### src/rtl/core/spiq_pkg.sv
package spiq_pkg;

  // Default number of entries the store holds
  localparam int DEPTH_DEF = 16;

  // Field widths
  localparam int PRIO_W = 16;
  localparam int NAME_W = 24;
  localparam int POS_W  = 4;

  // Stream payload widths, padded to whole bytes
  localparam int IN_DATA_W  = 40;
  localparam int OUT_DATA_W = 48;
  localparam int OUT_PAD_W  = OUT_DATA_W - PRIO_W - NAME_W - POS_W;
  localparam int OUT_USER_W = 2;

  // Operation codes carried on the input tuser
  localparam logic OP_INSERT = 1'b0;
  localparam logic OP_LIST   = 1'b1;

  // One stored entry
  typedef struct packed {
    logic signed [PRIO_W-1:0] prio;
    logic [NAME_W-1:0]        name;
  } entry_t;

  // Sequencer states
  typedef enum logic [2:0] {
    ST_IDLE,
    ST_SHIFT_RD,
    ST_SHIFT_CMP,
    ST_PLACE,
    ST_LIST,
    ST_EMPTY
  } state_t;

endpackage

### src/rtl/core/spiq_store.sv
module spiq_store #(
  parameter int DEPTH = spiq_pkg::DEPTH_DEF,
  parameter int IDX_W = $clog2(DEPTH)
) (
  input  logic              clk,
  input  logic              wr_en,
  input  logic [IDX_W-1:0]  wr_addr,
  input  spiq_pkg::entry_t  wr_data,
  input  logic              rd_en,
  input  logic [IDX_W-1:0]  rd_addr,
  output spiq_pkg::entry_t  rd_data
);
  import spiq_pkg::*;

  entry_t mem [DEPTH];

  // Write port
  always_ff @(posedge clk) begin
    if (wr_en) begin
      mem[wr_addr] <= wr_data;
    end
  end

  // Registered read port; data holds while no read is issued
  always_ff @(posedge clk) begin
    if (rd_en) begin
      rd_data <= mem[rd_addr];
    end
  end

endmodule

### src/rtl/core/sorted_priority_insert_queue_core.sv
// Channel  Dir  Fields (tdata/tuser from bit 0 up)                Meaning
// s_*      in   tdata: priority_req, proc_name; tuser: opcode      one command
// m_*      out  tdata: entry_priority, entry_name, position;       one listed entry
//               tuser: is_empty, refused; tlast: last
//
// An insert reads and compares stored entries from the tail toward the head, plus a
// separate placement step for an entry at the head or into an empty store.
// The listing streams one entry per cycle while m_tready is high, and follows every insert.
// s_tready is high only while idle; a stalled m_tready pauses the listing.
// Reset empties the queue; the store contents need no clearing.
module sorted_priority_insert_queue_core #(
  parameter int DEPTH = spiq_pkg::DEPTH_DEF
) (
  input  logic                             clk,
  input  logic                             rst,
  input  logic                             s_tvalid,
  output logic                             s_tready,
  input  logic [spiq_pkg::IN_DATA_W-1:0]   s_tdata,   // priority_req, proc_name
  input  logic                             s_tuser,   // opcode
  output logic                             m_tvalid,
  input  logic                             m_tready,
  output logic [spiq_pkg::OUT_DATA_W-1:0]  m_tdata,   // entry_priority, entry_name, position
  output logic [spiq_pkg::OUT_USER_W-1:0]  m_tuser,   // is_empty, refused
  output logic                             m_tlast
);
  import spiq_pkg::*;

  localparam int IDX_W = $clog2(DEPTH);
  localparam int CNT_W = $clog2(DEPTH + 1);

  state_t state, state_next;

  logic [CNT_W-1:0] fill;
  logic [CNT_W-1:0] cursor;
  logic [CNT_W-1:0] rd_idx;
  logic [CNT_W-1:0] rd_rank;
  logic             rd_valid;
  logic             refused;
  entry_t           new_entry;

  logic             in_xfer;
  logic             full;
  logic             out_free;
  logic             load;
  logic             issue;
  logic             last_rank;
  logic             greater;

  logic             rd_en;
  logic [IDX_W-1:0] rd_addr;
  entry_t           rd_data;
  logic             wr_en;
  logic [IDX_W-1:0] wr_addr;
  entry_t           wr_data;

  spiq_store #(
    .DEPTH (DEPTH),
    .IDX_W (IDX_W)
  ) u_store (
    .clk     (clk),
    .wr_en   (wr_en),
    .wr_addr (wr_addr),
    .wr_data (wr_data),
    .rd_en   (rd_en),
    .rd_addr (rd_addr),
    .rd_data (rd_data)
  );

  // Handshake and shared compare
  assign s_tready  = (state == ST_IDLE);
  assign in_xfer   = s_tvalid && s_tready;
  assign full      = (fill == CNT_W'(DEPTH));
  assign out_free  = !m_tvalid || m_tready;
  assign greater   = (rd_data.prio > new_entry.prio);
  assign load      = (state == ST_LIST) && rd_valid && out_free;
  assign issue     = (state == ST_LIST) && (rd_idx < fill) && (!rd_valid || load);
  assign last_rank = ((rd_rank + 1'b1) == fill);

  // Next state
  always_comb begin
    state_next = state;
    case (state)
      ST_IDLE: begin
        if (in_xfer) begin
          if ((s_tuser == OP_INSERT) && !full) begin
            state_next = (fill == '0) ? ST_PLACE : ST_SHIFT_RD;
          end else begin
            state_next = (fill == '0) ? ST_EMPTY : ST_LIST;
          end
        end
      end
      ST_SHIFT_RD: state_next = ST_SHIFT_CMP;
      ST_SHIFT_CMP: begin
        if (greater) begin
          state_next = (cursor == CNT_W'(1)) ? ST_PLACE : ST_SHIFT_RD;
        end else begin
          state_next = ST_LIST;
        end
      end
      ST_PLACE: state_next = ST_LIST;
      ST_LIST: begin
        if (load && last_rank) begin
          state_next = ST_IDLE;
        end
      end
      ST_EMPTY: begin
        if (out_free) begin
          state_next = ST_IDLE;
        end
      end
      default: state_next = ST_IDLE;
    endcase
  end

  // Store port control
  always_comb begin
    rd_en   = 1'b0;
    rd_addr = rd_idx[IDX_W-1:0];
    wr_en   = 1'b0;
    wr_addr = cursor[IDX_W-1:0];
    wr_data = new_entry;
    case (state)
      ST_SHIFT_RD: begin
        rd_en   = 1'b1;
        rd_addr = IDX_W'(cursor - 1'b1);
      end
      ST_SHIFT_CMP: begin
        wr_en   = 1'b1;
        wr_data = greater ? rd_data : new_entry;
      end
      ST_PLACE: wr_en = 1'b1;
      ST_LIST:  rd_en = issue;
      default: begin
        rd_en = 1'b0;
        wr_en = 1'b0;
      end
    endcase
  end

  // Control registers
  always_ff @(posedge clk) begin
    if (rst) begin
      state    <= ST_IDLE;
      fill     <= '0;
      rd_valid <= 1'b0;
      rd_idx   <= '0;
    end else begin
      state <= state_next;
      // count a completed insert
      if ((state == ST_PLACE) || ((state == ST_SHIFT_CMP) && !greater)) begin
        fill <= fill + 1'b1;
      end
      // advance the listing read pointer
      if (state != ST_LIST) begin
        rd_idx <= '0;
      end else if (issue) begin
        rd_idx <= rd_idx + 1'b1;
      end
      if (issue) begin
        rd_valid <= 1'b1;
      end else if (load) begin
        rd_valid <= 1'b0;
      end
    end
  end

  // Item and cursor registers
  always_ff @(posedge clk) begin
    if (in_xfer) begin
      new_entry.prio <= s_tdata[PRIO_W-1:0];
      new_entry.name <= s_tdata[PRIO_W+NAME_W-1:PRIO_W];
      refused        <= (s_tuser == OP_INSERT) && full;
      cursor         <= fill;
    end else if ((state == ST_SHIFT_CMP) && greater) begin
      cursor <= cursor - 1'b1;
    end
    if (issue) begin
      rd_rank <= rd_idx;
    end
  end

  // Output register
  always_ff @(posedge clk) begin
    if (rst) begin
      m_tvalid <= 1'b0;
    end else if (load || ((state == ST_EMPTY) && out_free)) begin
      m_tvalid <= 1'b1;
    end else if (m_tready) begin
      m_tvalid <= 1'b0;
    end
  end

  always_ff @(posedge clk) begin
    if (load) begin
      m_tdata <= {OUT_PAD_W'(0), POS_W'(rd_rank), rd_data.name, rd_data.prio};
      m_tuser <= {refused, 1'b0};
      m_tlast <= last_rank;
    end else if ((state == ST_EMPTY) && out_free) begin
      m_tdata <= '0;
      m_tuser <= {refused, 1'b1};
      m_tlast <= 1'b1;
    end
  end

endmodule
### config.mk
export PLATFORM = sky130hd
export DESIGN_NAME = sorted_priority_insert_queue_core
export DESIGN_NICKNAME = d
export VERILOG_FILES = /design/src/rtl/core/spiq_pkg.sv /design/src/rtl/core/spiq_store.sv /design/src/rtl/core/sorted_priority_insert_queue_core.sv
export SDC_FILE = /design/constraint.sdc
export NUM_CORES = 1
export LEC_CHECK = 0
export BUFFER_PORTS_ARGS = -buffer_cell sky130_fd_sc_hd__buf_2
export CORE_MARGIN = 8
export CORE_UTILIZATION = 55
export CTS_BUF_LIST = sky130_fd_sc_hd__clkbuf_16
export DETAILED_ROUTE_END_ITERATION = 6
export HOLD_SLACK_MARGIN = 0.12
export PLACE_DENSITY = 0.85
export SLEW_MARGIN = 20
export SYNTH_ARGS = -nofsm -noshare
export SYNTH_HDL_FRONTEND = slang
export SYNTH_SLANG_ARGS = --single-unit
### constraint.sdc
create_clock -name clk -period 4.4 [get_ports clk]
set_input_delay 0.22 -clock clk [delete_from_list [all_inputs] [get_ports clk]]
set_output_delay 0.22 -clock clk [all_outputs]
set_load 0.05 [all_outputs]
==> results.ini, run 1 <==
[run_status]
status=completed

[setup_path]
r2r_setup_slack_ns=0.76
crit_chain=ha_1 -> nand4_1 -> nor3_1 -> a21boi_1 -> nor4b_2 -> nor4_4 -> buf_4 -> mux2_2
worstSetupPathType=flop to flop
crit_family=simple AND/OR/NAND/NOR gates
cp-start-kind=flop
critPathMaxStageDelay_ns=0.59
arrival_ns=3.96
cp-end-kind=flop
worstPathBufferInverterCount=1
crit_path_top_delay_cell=buf_4
crit_required_ns=4.72
path_max_fanout=33

[grt]
grt_pass1_wl_um=112300
grt_usage_pct=23.98
grt_max_degree=121
grt.overflow.total=0
grt_pass1_vias=16992
grt_antenna_before_repair=0

[flow_run]
cap_violations=0

[route]
drt-pass1-iter-count=6
wire_per_inst_um=30.41
avgViaCountPerCell=6.492
wirelength_um=76890
initialDrtViolationCount=2089
drc=0
vias=16413
ant_nets=0

[synth]
syn_inst=1520
synth_top_area_share_pct=75.18
synth_largest_area_cell=edfxtp_1
synth_commonest_cells=edfxtp_1 (777), mux4_2 (160), a21oi_1 (58)
synthTopCellsByArea=edfxtp_1 (75%), mux4_2 (12%), mux2i_1 (1.4%)
yosys_most_used_dff=edfxtp_1
async_flop_share_pct=0
postSynthAreaPerCell_um2=20.42
yosysWarnings=0
synth_cell_types=55
yosysMostFrequentCell=edfxtp_1
synth_seq_cells=793
synth_enable_flop_cells=777
netlist_area_um2=31030
ys_seq_area_share_pct=76.22

[layout]
final_cells=2528
insertedDiodeCount=0
final_util_pct=63.92
syn_to_final_growth_pct=15.47
layout-drive-gt1-share_pct=26.81
fin_nets=1793

[floorplan]
die_h_um=253.5
die_area_um2=64280
start_util_pct=55.36
ios=98
dieWidth_um=253.5
core_area_um2=56060
num_rows=87

[timing]
hold_viol=0
fin_crit_sh_pct=82.66
worst_pin_slew_ns=0.8845
fin_skew_ns=0.02913
slew_headroom_pct=41.03
min_period_ns=3.637
worst_hold_slack_ns=0.3056
fmax_mhz=275.0
maxSlewViolCount=0
setup_violations=0
rsz0062_at_grt=no
fin_tns_setup_ns=0

[placed_design]
gp_congestion=0.7771
io_buffers=93
dp_hpwl_um=36980
place_inst=2353

[clocking]
cts_made_buffers=76
hold_buffers=44
h-tree-depth=3
numClockSinks=793
cts.path.max_buffers=3
insertion_delay_ns=0.63
post_cts_buffers=0
cts_root_buffer=clkbuf_16
clkTransAtPathRegs_ns=0.06
cts_resized=0
cts_tree=built

[power_and_ir_drop]
irDropWorstVdd_v=0.0003904
power.density_nw_per_um2=630.6
power.leakage_nw=11.91

[min_path]
hold_path.class=input port to flop

[worst reg2reg max path, stage by stage (launching register included)]
cell      delay (ns)
edfxtp_1        0.48
ha_1            0.43
nand4_1         0.18
nor3_1          0.36
a21boi_1        0.33
nor4b_2         0.14
nor4_4          0.25
buf_4           0.59
mux2_2          0.58
[metrics by stage]
stage | area [µm²] | setup slack, ns | power [mW]
detailed placement | 32770 | 0.8887 | 15.42
floorplan | 31040 | 0.1481 | 13.85
global route | 35830 | 0.6708 | 23.22
global placement | 32770 | 0.9893 | 15.15
CTS | 35830 | 0.8338 | 22.56
finish | 35830 | 0.7631 | 22.60
[cells in the final DEF (no fill, tap or decap), types with 4 or more instances in the layout]
cell type / netlist / routed
a211oi_1: 41 / 41
a21oi_1: 58 / 58
and2_1: 45 / 45
buf_12: 0 / 15
buf_2: 27 / 93
buf_4: 6 / 41
bufinv_16: 0 / 15
clkbuf_16: 0 / 79
clkinv_1: 0 / 9
clkinv_2: 0 / 12
conb_1: 1 / 4
dfxtp_1: 16 / 16
dlygate4sd3_1: 0 / 44
edfxtp_1: 777 / 777
ha_1: 29 / 29
inv_1: 35 / 44
mux2_2: 25 / 25
mux2i_1: 42 / 42
mux4_2: 160 / 160
nand2_1: 33 / 33
nand2b_1: 5 / 5
nand3_1: 7 / 7
nor2_1: 34 / 22
nor2_4: 0 / 12
nor2b_1: 44 / 44
nor3_1: 12 / 8
nor3_2: 1 / 4
o21ai_0: 26 / 24
or3_1: 7 / 7
xnor2_1: 8 / 8
[report_power, final]
group | switching, mW | internal [mW]
combinational | 3.34 | 1.98
clock | 2.87 | 4.13
sequential | 0.390 | 9.87
[registers in the layout, summed over array words and instances, names as in the netlist]
signal / count
state: 3
rd_valid: 1
fill: 5
u_store.rd_data: 40
m_tlast: 1
u_store.mem: 640
new_entry: 40
m_tuser: 2
refused: 1
m_tdata: 44
cursor: 5
m_tvalid: 1
rd_idx: 5
rd_rank: 5
[cell type report]
class                           count  area (µm²)
Multi-Input combinational cell    620        6969
Clock inverter                     52       643.1
Timing Repair Buffer              193        1514
Clock buffer                       79        1977
Tap cell                          756       945.9
Fill cell                        3407       20230
Inverter                           35       131.4
Sequential cell                   793       23650
[cell families after synthesis]
kind of cell             share of synthesized area (%)
adder cells (fa/ha/maj)                          1.169
AND/OR/NAND/NOR                                  3.560
XOR/XNOR                                        0.3105
flip-flops                                       76.22
buffers and inverters                            1.875
AO/OA/AOI/OAI                                    2.984
other                                          0.01208
multiplexers                                     13.87
[per-layer routing]
metal / track usage [%] / up-vias / wire, µm
met5: 0 / - / 0
met4: 9.139 / 0 / 2570
met3: 5.389 / 195 / 8093
met2: 40.68 / 1223 / 38860
met1: 30.13 / 8442 / 27370
li1: - / 6553 / -
[final timing paths]
| check | from | endpoint | cells after the start |
|---|---|---|---|
| setup / recovery | u_store.rd_data[39] | u_store.mem[8][6] | 8 |
| setup reg to reg | u_store.rd_data[39] | u_store.mem[8][6] | 8 |
| hold reg to reg | m_tuser[0] | m_tuser[0] | 2 |
| hold / removal | s_tdata[24] | new_entry[8] | 2 |
Power figures use the tool's default switching activity.
==> run 2: changes to the inputs <==
- clock period: 4.4 -> 3.1 ns (I/O delays scaled with it)
==> run 2 against run 1 <==
Net effect:
- worst hold slack lost 0.042 ns
- utilization is 0.65 points higher
- highest routed layer is now met5
- clock-buffer cell count did not move
- largest cell class unchanged
- cell area rose by 1.0%
- non-clock buffer count grew 25
- the run now ends with negative setup slack left
- critical endpoint is now u_store.mem[12][35]
==> results.ini, run 2 (synthesis gave the netlist of run 1 again) <==
[run_status]
status=finished, violations left
violations=negative setup slack

[route]
vias=16423
avgViaCountPerCell=6.420
drt-pass1-iter-count=5
ant_nets=0
drc=0
initialDrtViolationCount=2037
wire_per_inst_um=29.96
wirelength_um=76630

[min_path]
hold_depth=2
hold_path.class=input port to flop

[timing]
maxSlewViolCount=0
fin_tns_setup_ns=-0.3239
setup_violations=8
rsz0062_at_grt=yes
min_period_ns=3.146
fin_crit_sh_pct=101.5
fin_skew_ns=0.02346
hold_viol=0
fmax_mhz=317.9
worst_pin_slew_ns=0.7539
fin_ws_ns=-0.04570
slew_headroom_pct=49.62

[layout]
layout-drive-gt1-share_pct=27.80
fillCellCount=3410
insertedDiodeCount=0
largest_register_ffs=640
syn_to_final_growth_pct=16.65
final_cell_mix=edfxtp_1 (777), mux4_2 (160), buf_2 (93)
fin_nets=1818
final_cells=2558
mostFrequentLayoutCell=edfxtp_1
regMostFlops=u_store.mem
top_regs=u_store.mem: 640 flops, m_tdata: 44 flops

[floorplan]
start_util_pct=55.36
die_h_um=253.5
die_area_um2=64280
core_area_um2=56060
dieWidth_um=253.5
num_rows=87
ios=98

[clocking]
cts.path.max_buffers=3
h-tree-depth=3
cts_tree=built
numClockSinks=793
insertion_delay_ns=0.61
cts_root_buffer=clkbuf_16
clkTransAtPathRegs_ns=0.06
cts_made_buffers=75

[setup_path]
crit_required_ns=3.53
cp-start-kind=flop
path_max_fanout=25
reg2reg_from=u_store.rd_data[35]
worstSetupPathType=flop to flop
arrival_ns=3.58
startpoint=u_store.rd_data[35]
ff2ff_path_depth=11
crit_end=u_store.mem[12][35]
cp-end-kind=flop
r2r_end=u_store.mem[12][35]
r2r_setup_slack_ns=-0.05

[grt]
grt_usage_pct=23.69
grt_pass1_vias=17080
grt_max_degree=81
grt.overflow.total=0
grt_antenna_before_repair=1
grt_pass1_wl_um=110700

[placed_design]
gp_congestion=0.7906
place_inst=2373
place_ws_ns=-0.001112
io_buffers=93
dp_hpwl_um=37190

[flow_run]
cap_violations=0

[power_and_ir_drop]
irDropWorstVdd_v=0.0004694
power.density_nw_per_um2=875.1
power.leakage_nw=12.07

-- run 2: changes by cell type in the layout (fill, tap and decap cells not counted), moves of 2 or more --
cell        delta
buf_12        +18
mux2_4        +18
mux2_2        -17
bufinv_16      -8
clkinv_1       +8
buf_4          +5
clkinv_4       +4
nor3_4         +4
clkinvlp_4     +3
nor3_2         -3
clkinv_8       -2
inv_1          -2
-- run 2: worst min-delay path by stage --
stage / startpoint / end
floorplan: s_tdata[16] / new_entry[0]
global placement: s_tdata[19] / new_entry[3]
detailed placement: s_tdata[2] / new_entry[26]
CTS: s_tdata[37] / new_entry[21]
global route: s_tdata[36] / new_entry[20]
finish: s_tdata[35] / new_entry[19]
-- run 2: worst max-delay path: stages (launching register included) --
cell,delay [ns]
edfxtp_1,0.45
ha_1,0.37
a21oi_2,0.19
o21a_1,0.18
o221ai_1,0.17
nor4b_2,0.42
nor4_4,0.06
buf_4,0.18
buf_12,0.14
buf_12,0.15
o21ai_1,0.28
clkdlybuf4s15_2,0.36
-- run 2: where the power goes --
group,switching [mW],internal [mW],leakage [nW]
Combinational,4.88,3.17,3.69
Clock,3.96,5.21,1.22
Sequential,0.473,14.0,7.15
Total,9.31,22.4,12.1
-- run 2: area by class of cell --
cell class,count,area [µm²],share of cell area (%)
clock inverter,56,455.4,1.258
sequential,793,23650,65.34
inverter,35,131.4,0.3629
timing repair buffer,218,1956,5.402
clock buffer,79,1977,5.461
tap,756,945.9,2.613
multi-input combinational,621,7082,19.56
-- run 2: layer usage --
layer	wire [µm]	global-route usage [%]	up-vias	part of all wire, %
met5	13	0	-	0.017
met4	3338	12.10	2	4.4
met3	8335	5.327	239	11
met2	37410	38.44	1258	49
met1	27530	30.06	8312	36
li1	-	-	6612	-
-- run 2: through the flow --
| stage | instance area, µm² | total power, mW | util (%) | hold WS, ns |
|---|---|---|---|---|
| after CTS | 36060 | 31.48 | 64.33 | 0.2318 |
| after global placement | 33140 | 21.76 | 59.12 | 0.3333 |
| final | 36200 | 31.68 | 64.57 | 0.2632 |
| after detailed placement | 33140 | 22.13 | 59.12 | 0.3331 |
| after global routing | 36200 | 32.61 | 64.57 | 0.2500 |
| after floorplan | 31060 | 19.67 | - | 0.2539 |
-- run 2: timing repair --
action / in CTS / in global routing
endpoints found under the hold margin: 60 / 0
endpoints found under the setup margin: 312 / 518
gates cloned: 1 / 2
buffers inserted: 1 / 2
pin swaps: 1 / 0
hold buffers: 44 / 0
resized for setup: 1 / 21
